<file path="src/rtl/sfr_pkg.sv">
// Package: types and constants of the serial frame receiver.
package sfr_pkg;

	localparam logic [7:0] SYNC_FIRST  = 8'h03;
	localparam logic [7:0] SYNC_SECOND = 8'h9c;

	typedef enum logic [2:0] {
		PH_HUNT  = 3'd0,
		PH_SYNC2 = 3'd1,
		PH_ID_HI = 3'd2,
		PH_ID_LO = 3'd3,
		PH_LEN   = 3'd4,
		PH_DATA  = 3'd5,
		PH_CHECK = 3'd6
	} phase_t;

	typedef enum logic [1:0] {
		KIND_PAYLOAD  = 2'd0,
		KIND_GOOD     = 2'd1,
		KIND_MISMATCH = 2'd2
	} kind_t;

	typedef struct packed {
		logic [1:0]  kind;
		logic [7:0]  payload_byte;
		logic [7:0]  byte_index;
		logic [15:0] frame_id;
		logic [7:0]  frame_length;
	} result_t;

endpackage

</file>
<file path="src/rtl/sfr_if.sv">
// Stream interfaces: received bytes in, frame results out.
interface sfr_byte_if;
	logic       valid;
	logic       ready;
	logic [7:0] rx_byte;

	modport source (output valid, output rx_byte, input ready);
	modport sink (input valid, input rx_byte, output ready);
endinterface

interface sfr_result_if;
	logic        valid;
	logic        ready;
	logic [1:0]  kind;
	logic [7:0]  payload_byte;
	logic [7:0]  byte_index;
	logic [15:0] frame_id;
	logic [7:0]  frame_length;

	modport source (output valid, output kind, output payload_byte, output byte_index,
		output frame_id, output frame_length, input ready);
	modport sink (input valid, input kind, input payload_byte, input byte_index,
		input frame_id, input frame_length, output ready);
endinterface

</file>
<file path="src/rtl/sfr_parser.sv">
// Frame parser: phase machine, id/length capture, running checksum.
module sfr_parser import sfr_pkg::*; (
	input  logic       clk,
	input  logic       arst_n,
	input  logic       beat,
	input  logic [7:0] rx_byte,
	output logic       res_valid,
	output result_t    res
);

	phase_t      phase_q, phase_d;
	logic [15:0] id_q, id_d;
	logic [7:0]  len_q, len_d;
	logic [7:0]  count_q, count_d;
	logic [7:0]  sum_q, sum_d;
	logic [7:0]  sum_add;
	logic [7:0]  count_inc;

	assign sum_add   = sum_q + rx_byte;
	assign count_inc = count_q + 8'd1;

	always_ff @(posedge clk or negedge arst_n) begin
		if (!arst_n) begin
			phase_q <= PH_HUNT;
			id_q    <= '0;
			len_q   <= '0;
			count_q <= '0;
			sum_q   <= '0;
		end else if (beat) begin
			phase_q <= phase_d;
			id_q    <= id_d;
			len_q   <= len_d;
			count_q <= count_d;
			sum_q   <= sum_d;
		end
	end

	always_comb begin
		phase_d   = phase_q;
		id_d      = id_q;
		len_d     = len_q;
		count_d   = count_q;
		sum_d     = sum_q;
		res_valid = 1'b0;
		res.kind         = KIND_PAYLOAD;
		res.payload_byte = '0;
		res.byte_index   = '0;
		res.frame_id     = id_q;
		res.frame_length = len_q;
		unique case (phase_q)
			PH_HUNT: begin
				if (rx_byte == SYNC_FIRST) begin
					id_d    = '0;
					len_d   = '0;
					count_d = '0;
					sum_d   = rx_byte;
					phase_d = PH_SYNC2;
				end
			end
			PH_SYNC2: begin
				if (rx_byte == SYNC_SECOND) begin
					sum_d   = sum_add;
					phase_d = PH_ID_HI;
				end else begin
					phase_d = PH_HUNT;
				end
			end
			PH_ID_HI: begin
				id_d    = {rx_byte, 8'h00};
				sum_d   = sum_add;
				phase_d = PH_ID_LO;
			end
			PH_ID_LO: begin
				id_d    = {id_q[15:8], rx_byte};
				sum_d   = sum_add;
				phase_d = PH_LEN;
			end
			PH_LEN: begin
				len_d   = rx_byte;
				sum_d   = sum_add;
				phase_d = (rx_byte == 8'h00) ? PH_CHECK : PH_DATA;
			end
			PH_DATA: begin
				res_valid        = beat;
				res.payload_byte = rx_byte;
				res.byte_index   = count_q;
				sum_d            = sum_add;
				count_d          = count_inc;
				if (count_inc >= len_q) begin
					phase_d = PH_CHECK;
				end
			end
			PH_CHECK: begin
				res_valid = beat;
				res.kind  = (sum_q == rx_byte) ? KIND_GOOD : KIND_MISMATCH;
				phase_d   = PH_HUNT;
			end
			default: begin
				phase_d = PH_HUNT;
			end
		endcase
	end

endmodule

</file>
<file path="src/rtl/sfr_out_buf.sv">
// Output register with one skid entry.
module sfr_out_buf import sfr_pkg::*; (
	input  logic         clk,
	input  logic         arst_n,
	input  logic         push,
	input  result_t      push_data,
	output logic         can_push,
	sfr_result_if.source result
);

	logic    out_valid_q, skid_valid_q;
	result_t out_data_q, skid_data_q;
	logic    take;

	assign take     = out_valid_q && result.ready;
	assign can_push = !skid_valid_q;

	always_ff @(posedge clk or negedge arst_n) begin
		if (!arst_n) begin
			out_valid_q  <= 1'b0;
			skid_valid_q <= 1'b0;
		end else if (skid_valid_q) begin
			if (take) begin
				skid_valid_q <= 1'b0;
			end
		end else if (push) begin
			if (out_valid_q && !take) begin
				skid_valid_q <= 1'b1;
			end else begin
				out_valid_q <= 1'b1;
			end
		end else if (take) begin
			out_valid_q <= 1'b0;
		end
	end

	always_ff @(posedge clk) begin
		if (skid_valid_q) begin
			if (take) begin
				out_data_q <= skid_data_q;
			end
		end else if (push) begin
			if (out_valid_q && !take) begin
				skid_data_q <= push_data;
			end else begin
				out_data_q <= push_data;
			end
		end
	end

	assign result.valid        = out_valid_q;
	assign result.kind         = out_data_q.kind;
	assign result.payload_byte = out_data_q.payload_byte;
	assign result.byte_index   = out_data_q.byte_index;
	assign result.frame_id     = out_data_q.frame_id;
	assign result.frame_length = out_data_q.frame_length;

endmodule

</file>
<file path="src/rtl/serial_frame_receiver_core.sv">
// Latency: a result is on the output the cycle after its byte is taken, unless the output stalls.
// Throughput: one byte per cycle while the skid entry is free; the parser state updates once per accepted beat.
// A skid entry behind the output register keeps rx ready for one more beat while a
// result waits; rx stalls only when both output entries are full.
// Reset (arst_n low, asynchronous): parser hunts for the first sync byte, buffers empty.
module serial_frame_receiver_core import sfr_pkg::*; (
	input  logic         clk,
	input  logic         arst_n,
	sfr_byte_if.sink     rx,
	sfr_result_if.source result
);

	// A beat moves when the skid entry is free.
	logic    can_push;
	logic    beat;
	logic    res_valid;
	result_t res;

	assign rx.ready = can_push;
	assign beat     = rx.valid && can_push;

	// Sync hunt, header capture, payload count and additive checksum.
	sfr_parser u_parser (
		.clk       (clk),
		.arst_n    (arst_n),
		.beat      (beat),
		.rx_byte   (rx.rx_byte),
		.res_valid (res_valid),
		.res       (res)
	);

	// Registered result with skid, decouples result.ready from rx.ready.
	sfr_out_buf u_out_buf (
		.clk       (clk),
		.arst_n    (arst_n),
		.push      (res_valid),
		.push_data (res),
		.can_push  (can_push),
		.result    (result)
	);

endmodule

</file>
<file path="src/flat_wrapper.sv">
// flat-port wrapper written by rule: the top's interface ports become plain ports
module serial_frame_receiver_core_flat import sfr_pkg::*;
  (clk, arst_n, rx_valid, rx_rx_byte, rx_ready, result_valid, result_kind, result_payload_byte, result_byte_index, result_frame_id, result_frame_length, result_ready);
  sfr_byte_if rx_i ();
  sfr_result_if result_i ();
  input  logic clk;
  input  logic arst_n;
  input wire logic [$bits(rx_i.valid)-1:0] rx_valid;
  input wire logic [$bits(rx_i.rx_byte)-1:0] rx_rx_byte;
  output wire logic [$bits(rx_i.ready)-1:0] rx_ready;
  output wire logic [$bits(result_i.valid)-1:0] result_valid;
  output wire logic [$bits(result_i.kind)-1:0] result_kind;
  output wire logic [$bits(result_i.payload_byte)-1:0] result_payload_byte;
  output wire logic [$bits(result_i.byte_index)-1:0] result_byte_index;
  output wire logic [$bits(result_i.frame_id)-1:0] result_frame_id;
  output wire logic [$bits(result_i.frame_length)-1:0] result_frame_length;
  input wire logic [$bits(result_i.ready)-1:0] result_ready;
  assign rx_i.valid = rx_valid;
  assign rx_i.rx_byte = rx_rx_byte;
  assign rx_ready = rx_i.ready;
  assign result_valid = result_i.valid;
  assign result_kind = result_i.kind;
  assign result_payload_byte = result_i.payload_byte;
  assign result_byte_index = result_i.byte_index;
  assign result_frame_id = result_i.frame_id;
  assign result_frame_length = result_i.frame_length;
  assign result_i.ready = result_ready;
  serial_frame_receiver_core u_core (.clk(clk), .arst_n(arst_n), .rx(rx_i), .result(result_i));
endmodule
</file>
<file path="config.mk">
export PLATFORM = sky130hd
export DESIGN_NAME = serial_frame_receiver_core_flat
export DESIGN_NICKNAME = d
export VERILOG_FILES = /design/src/rtl/sfr_pkg.sv /design/src/rtl/sfr_if.sv /design/src/rtl/sfr_parser.sv /design/src/rtl/sfr_out_buf.sv /design/src/rtl/serial_frame_receiver_core.sv /design/src/flat_wrapper.sv
export SDC_FILE = /design/constraint.sdc
export NUM_CORES = 1
export LEC_CHECK = 0
export ABC_AREA = 1
export ABC_CLOCK_PERIOD_IN_PS = 7300
export BUFFER_PORTS_ARGS = -buffer_cell sky130_fd_sc_hd__buf_4
export CORE_UTILIZATION = 64
export DETAILED_ROUTE_END_ITERATION = 8
export GPL_TIMING_DRIVEN = 0
export PLACE_DENSITY = 0.85
export SLEW_MARGIN = 20
export SYNTH_ARGS = -nofsm -noshare
export SYNTH_HDL_FRONTEND = slang
export SYNTH_SLANG_ARGS = --single-unit
</file>
<file path="constraint.sdc">
create_clock -name clk -period 7.3 [get_ports clk]
set_clock_uncertainty 0.1 [all_clocks]
set_input_delay 2.19 -clock clk [delete_from_list [all_inputs] [get_ports clk]]
set_output_delay 2.19 -clock clk [all_outputs]
set_load 0.1 [all_outputs]
</file>
==> results of run 1 <==
==> layer usage <==
metal	GRT usage, %	vias to the layer above
met4	15.8	0
met5	0	-
li1	-	2125
met3	7.80	44
met2	49.3	226
met1	38.5	2224
==> critical path: cells and delay by family, from the launching register on <==
kind	cells	cell delay [ns]
flops	1	0.37
buf+inv	4	0.93
==> flip-flops by register name, indices dropped and copies added (netlist names) <==
signal / flops
u_core.u_out_buf.skid_valid_q: 1
u_core.u_parser.phase_q: 3
u_core.u_out_buf.result.frame_id: 16
u_core.u_out_buf.skid_data_q: 42
u_core.u_out_buf.result.valid: 1
u_core.u_parser.sum_q: 8
u_core.u_parser.count_q: 8
u_core.u_parser.len_q: 8
u_core.u_out_buf.result.payload_byte: 8
u_core.u_parser.id_q: 16
u_core.u_out_buf.result.frame_length: 8
u_core.u_out_buf.result.byte_index: 8
u_core.u_out_buf.result.kind: 2
==> cell families (layout without fill, tap and decap cells) <==
| group | Yosys count | after routing | share of synthesized area [%] |
|---|---|---|---|
| adder cells (fa/ha/maj) | 17 | 17 | 3.71 |
| buffers and inverters | 84 | 172 | 5.78 |
| XOR/XNOR | 7 | 7 | 1.03 |
| AND/OR/NAND/NOR | 309 | 309 | 22.7 |
| AO/OA/AOI/OAI | 58 | 58 | 5.25 |
| flip-flops | 129 | 129 | 61.5 |
==> cell usage in the layout, fill, tap and decap left out, drive strengths merged <==
cell	n
nand2	219
nand4	4
xor2	6
nand3	32
and2	1
fa	1
ha	16
or2	4
dfrtp	45
xnor2	1
or3	1
nor3	1
clkinv	9
o21ai	39
inv	73
a21oi	9
edfxtp	84
o22ai	9
clkinvlp	1
buf	63
nand3b	1
a21o	1
clkbuf	25
nor2	46
bufinv	1
==> worst paths after layout <==
path | to | startpoint | slack (ns)
hold reg to reg | u_core.u_out_buf.skid_data_q[4]$_DFFE_PP_ | u_core.u_parser.len_q[4]$_DFFE_PN0P_ | 0.35
setup reg to reg | u_core.u_out_buf.result.frame_id[6]$_DFFE_PP_ | u_core.u_parser.phase_q[1]$_DFFE_PN0P_ | 4.70
min in group asynchronous | u_core.u_parser.len_q[1]$_DFFE_PN0P_ | arst_n | 1.58
hold / removal | u_core.u_out_buf.skid_data_q[4]$_DFFE_PP_ | u_core.u_parser.len_q[4]$_DFFE_PN0P_ | 0.35
setup / recovery | rx_ready | u_core.u_out_buf.skid_valid_q$_DFF_PN0_ | 3.19
max in group asynchronous | u_core.u_parser.id_q[5]$_DFFE_PN0P_ | arst_n | 5.11
==> per-stage QoR <==
| stage | total power (W) | worst slack (ns) | utilization [%] | std cells |
|---|---|---|---|---|
| 2_1_floorplan | 0.00135 | 2.14 | - | 604 |
| 3_3_place_gp | 0.00146 | 1.18 | 73.2 | 767 |
| 5_1_grt | 0.00236 | 3.10 | 79.9 | 800 |
| 4_1_cts | 0.00225 | 3.17 | 79.9 | 800 |
| 3_5_place_dp | 0.00149 | 3.32 | 73.9 | 769 |
| 6_report | 0.00226 | 3.19 | 79.9 | 800 |
==> Yosys cell counts <==
cell / instances / share of area (%)
nand3b_1: 1 / 0.13
o21ai_0: 27 / 2.3
o21ai_2: 2 / 0.30
nand4_1: 4 / 0.42
nor2_8: 4 / 1.4
dfrtp_1: 45 / 19
nand3_1: 30 / 2.5
or3_1: 1 / 0.11
nand2_2: 1 / 0.11
xor2_1: 6 / 0.89
inv_2: 6 / 0.38
inv_4: 1 / 0.11
nand2_8: 1 / 0.34
or2_2: 4 / 0.42
buf_1: 1 / 0.063
and2_1: 1 / 0.11
fa_1: 1 / 0.34
nor3_1: 1 / 0.084
nor2_4: 1 / 0.19
edfxtp_1: 84 / 43
clkbuf_1: 7 / 0.44
xnor2_1: 1 / 0.15
nand2_4: 1 / 0.19
nor2_1: 38 / 2.4
a21oi_1: 9 / 0.76
inv_1: 64 / 4.1
a21o_1: 1 / 0.13
o21ai_1: 10 / 0.84
nand3_2: 2 / 0.34
buf_6: 1 / 0.19
buf_8: 1 / 0.25
buf_2: 2 / 0.17
ha_1: 16 / 3.4
nor2_2: 3 / 0.32
nand2_1: 216 / 14
buf_4: 1 / 0.13
o22ai_1: 9 / 0.95
==> area by class of cell <==
type	instances	area, um2	share of cell area (%)
clock buffers	18	418	5.91
plain buffers	13	73.8	1.04
multi-input cells	391	1950	27.6
well taps	108	135	1.91
flip-flops and latches	129	3650	51.6
inverters	71	269	3.81
clock inverters	13	114	1.61
repair buffers	57	460	6.51
==> power by group <==
part	internal, W	leakage, nW	switching (W)
sequential	0.000861	1.44	0.0000509
combinational	0.000191	1.60	0.000395
clock	0.000449	0.263	0.000313
total	0.00150	3.30	0.000759
==> out/qor.yml, run 1 <==
synth_area_per_cell_um2: 9.82
hold_buffers: 0
clock-sinks: 129
failed_checks: "design-rule violations"
fp.dieW_um: 98.3
gr-total-overflow: 0
tritoncts: "done"
status: "complete, but fails checks"
cts_buffers: 17
cap_violations: 0
grt_max_degree: 46
holdPathStages: 0
syn_inst: 604
floorplan.core_area_mm2: 0.00885
antenna_found_initial: 0
rows: 34
drc: 5
viasPerCell: 5.77
h-tree-depth: 4
fmax_mhz: 243
place_hpwl_mm: 9.27
critPathMaxStageDelay_ns: 0.37
io_buffers: 55
area_growth_pct: 19.2
root_buffer: "clkbuf_8"
r2r_cells: 6
cts-resized-gates: 0
finalHoldViolCount: 0
grt_usage_pct: 30.6
yosysSeqAreaShare_pct: 61.5
diodes: 0
m1WireLength_mm: 5.34
slew_viol_final: 0
dr_wl_met2_mm: 6.76
path_cells: "buf_6 -> inv_4 -> clkbuf_1 -> buf_4"
wl_per_cell_um: 17.1
drtIter0Drc: 398
ir_drop_mv: 0.248
endpoint_kind: "output pin"
wl_met3_mm: 1.17
netlist_area_mm2: 0.00593
leakagePower_nw: 3.30
postPlaceCellArea_mm2: 0.00654
drt-pass1-iter-count: 9
clk_path_buf_depth: 2
finalSetupViolCount: 0
die_h_um: 98.3
rsz0062_at_grt: "false"
clk_latency_ns: 0.51
hold_class: "reg -> reg"
ys_warn_count: 0
critPathLaunchType: "register"
arrival_ns: 1.82
tns_ns: 0
power_density_mw_per_mm2: 320
period_minus_slack_ns: 4.11
cp_max_fo: 10
required_ns: 5.01
ys_types: 37
io_pins: 56
slew_headroom_pct: 51.7
die_area_mm2: 0.00966
fillers: 530
gp_congestion: 0.939
routed_wl_mm: 13.7
grt_pass1_vias: 4629
synth_seq_cells: 129
worst_pin_slew_ns: 0.722
design_area_mm2: 0.00707
maxUsedRoutingLayer: "met4"
vias: 4619
grt_pass1_wl_mm: 22.3
post-route-period-util_pct: 56.3
clkSlewWorstSetupHoldPaths_ns: 0.06
cp_slowest_cell: "dfrtp_1"
post_cts_buffers: 0
num-nets-final: 709
critPathKind: "reg -> out"
drive_gt1_share_pct: 17.2
fin_hold_ws_ns: 0.346
start_util_pct: 67.0
final_antenna_net_count: 0
synth_nets: 633
Power figures use the tool's default switching activity.
==> run 2, diff against run 1 <==
--- a/config.mk
+++ b/config.mk
@@ -6,12 +6,12 @@
 export NUM_CORES = 1
 export LEC_CHECK = 0
 export ABC_AREA = 1
-export ABC_CLOCK_PERIOD_IN_PS = 7300
+export ABC_CLOCK_PERIOD_IN_PS = 3550
 export BUFFER_PORTS_ARGS = -buffer_cell sky130_fd_sc_hd__buf_4
-export CORE_UTILIZATION = 64
+export CORE_UTILIZATION = 53
 export DETAILED_ROUTE_END_ITERATION = 8
 export GPL_TIMING_DRIVEN = 0
-export PLACE_DENSITY = 0.85
+export PLACE_DENSITY = 0.75
 export SLEW_MARGIN = 20
 export SYNTH_ARGS = -nofsm -noshare
 export SYNTH_HDL_FRONTEND = slang
==> constraint.sdc (replaced) <==
create_clock -name clk -period 3.55 [get_ports clk]
set_clock_uncertainty 0.1 [all_clocks]
set_input_delay 1.065 -clock clk [delete_from_list [all_inputs] [get_ports clk]]
set_output_delay 1.065 -clock clk [all_outputs]
set_load 0.1 [all_outputs]
==> run 2 against run 1 <==
Against the previous run:
- the flow now finishes without violations
- wire length shrank 5.7%
- clock power grew 130%
- flip-flop and latch count is the same
- sequential power grew 110%
- non-clock buffer count is the same
- sequential share of layout area shrank 0.87 points
- largest cell class unchanged
==> out/qor.yml, run 2 (synthesis results as in run 1) <==
status: "finished clean"
wl_per_cell_um: 15.5
critPathKind: "reg -> out"
p_total_w: 0.00483
final_antenna_net_count: 0
viasPerCell: 5.27
clk_latency_ns: 0.53
hold_buffers: 0
drc: 0
io_pins: 56
gr-total-overflow: 0
critPathLaunchType: "register"
vias: 4389
combPwrFrac_pct: 24.4
period_minus_slack_ns: 3.00
drtIter0Drc: 368
grt_max_degree: 46
cp_max_fo: 10
diodes: 0
clk_path_buf_depth: 2
grt_pass1_vias: 4211
register_area_mm2: 0.00365
critPathMaxStageDelay_ns: 0.37
holdPathStages: 0
finalHoldViolCount: 0
final_common_cell: "nand2_1"
r2r_slack_ns: 1.00
endpoint_kind: "output pin"
worst_pin_slew_ns: 0.693
finalSetupViolCount: 0
routed_wl_mm: 12.9
drt-pass1-iter-count: 8
hold_class: "reg -> reg"
clock-sinks: 129
path_cells: "buf_6 -> inv_4 -> clkbuf_1 -> buf_4"
area_growth_pct: 21.2
p_sw_share_pct: 31.7
m1WireLength_mm: 5.59
cp_slowest_cell: "dfrtp_1"
cap_violations: 0
internal_power_w: 0.00330
wl_met3_um: 807
fmax_mhz: 334
largest_reg_flops: 42
r2r_cells: 6
clkSlewWorstSetupHoldPaths_ns: 0.06
cts_buffers: 17
fin_hold_ws_ns: 0.346
num-nets-final: 709
tns_ns: 0
gp_congestion: 0.934
start_util_pct: 54.5
regMostFlops: "u_core.u_out_buf.skid_data_q"
tritoncts: "done"
floorplan.core_area_mm2: 0.0109
fp.dieW_um: 108
min_to: "u_core.u_out_buf.skid_data_q[6]$_DFFE_PP_"
dr_wl_met2_mm: 6.24
slew_viol_final: 0
cts-resized-gates: 0
mostFrequentLayoutCells: "216 x nand2_1, 84 x edfxtp_1, 63 x inv_1, 56 x buf_4, 45 x dfrtp_1"
die_h_um: 108
r2r_end: "u_core.u_out_buf.result.frame_length[6]$_DFFE_PP_"
post-route-period-util_pct: 84.5
multiInputGateArea_mm2: 0.00195
postPlaceCellArea_mm2: 0.00659
drive_gt1_share_pct: 17.3
rows: 38
grt_pass1_wl_mm: 21.0
maxUsedRoutingLayer: "met4"
p_clk_share_pct: 36.8
hold_start: "u_core.u_parser.len_q[6]$_DFFE_PN0P_"
setup_ws_ns: 0.552
rsz0062_at_grt: "false"
arrival_ns: 1.83
slew_headroom_pct: 53.7
design_area_mm2: 0.00719
required_ns: 2.38
post_cts_buffers: 0
io_buffers: 55
place_hpwl_mm: 9.07
switchingPower_w: 0.00153
power_density_mw_per_mm2: 671
h-tree-depth: 4
die_area_mm2: 0.0116
pre_cts_ws_ns: 0.645
grt_usage_pct: 24.3
seq_power_share_pct: 38.8
antenna_found_initial: 0
root_buffer: "clkbuf_8"
fillers: 822
r2r_start: "u_core.u_parser.phase_q[1]$_DFFE_PN0P_"
leakagePower_nw: 3.33
ir_drop_mv: 0.484
[run 2: metal layers]
layer | up-vias | global-route usage, %
li1 | 2127 | -
met1 | 2083 | 31.2
met2 | 155 | 39.4
met3 | 24 | 5.39
met4 | 0 | 11.0
met5 | - | 0
[run 2: per-stage QoR]
| stage | instances | util, % |
|---|---|---|
| finish | 833 | 66.0 |
| global route | 833 | 66.0 |
| CTS | 833 | 66.0 |
| detailed placement | 801 | 60.5 |
| global placement | 799 | 59.9 |
| floorplan | 604 | - |
[run 2: final cells by class]
class	instances	share of cell area, %
Tap cell	140	2.44
Buffer	13	1.03
Clock buffer	17	5.76
Sequential cell	129	50.7
Timing Repair Buffer	57	6.51
Multi-Input combinational cell	391	27.1
Inverter	71	3.74
Clock inverter	15	2.66
[run 2: power groups by stage]
stage	combinational, W	clock, W	sequential [W]
after global placement	0.00111	0	0.00189
after detailed placement	0.00116	0	0.00190
after global routing	0.00133	0.00185	0.00189
after floorplan	0.000859	0	0.00192
after CTS	0.00117	0.00180	0.00187
final	0.00118	0.00178	0.00187
[run 2: worst max-delay path by stage]
stage                                             from                                           endpoint  slack [ns]  depth (start not counted)
6_report       u_core.u_out_buf.skid_valid_q$_DFF_PN0_                                           rx_ready        0.55                          4
5_1_grt        u_core.u_out_buf.skid_valid_q$_DFF_PN0_                                           rx_ready        0.46                          4
4_1_cts        u_core.u_out_buf.skid_valid_q$_DFF_PN0_                                           rx_ready        0.52                          4
3_5_place_dp                                  rx_valid  u_core.u_out_buf.result.frame_length[6]$_DFFE_PP_        0.64                          6
3_3_place_gp                                  rx_valid  u_core.u_out_buf.result.frame_length[5]$_DFFE_PP_       -0.23                          5
2_1_floorplan                                 rx_valid    u_core.u_out_buf.result.byte_index[0]$_DFFE_PP_        0.45                          4
[run 2: critical path: cells and delay by family (launching register included)]
kind                   cells  cell delay (ns)
flip-flops                 1             0.37
buffers and inverters      4             0.92
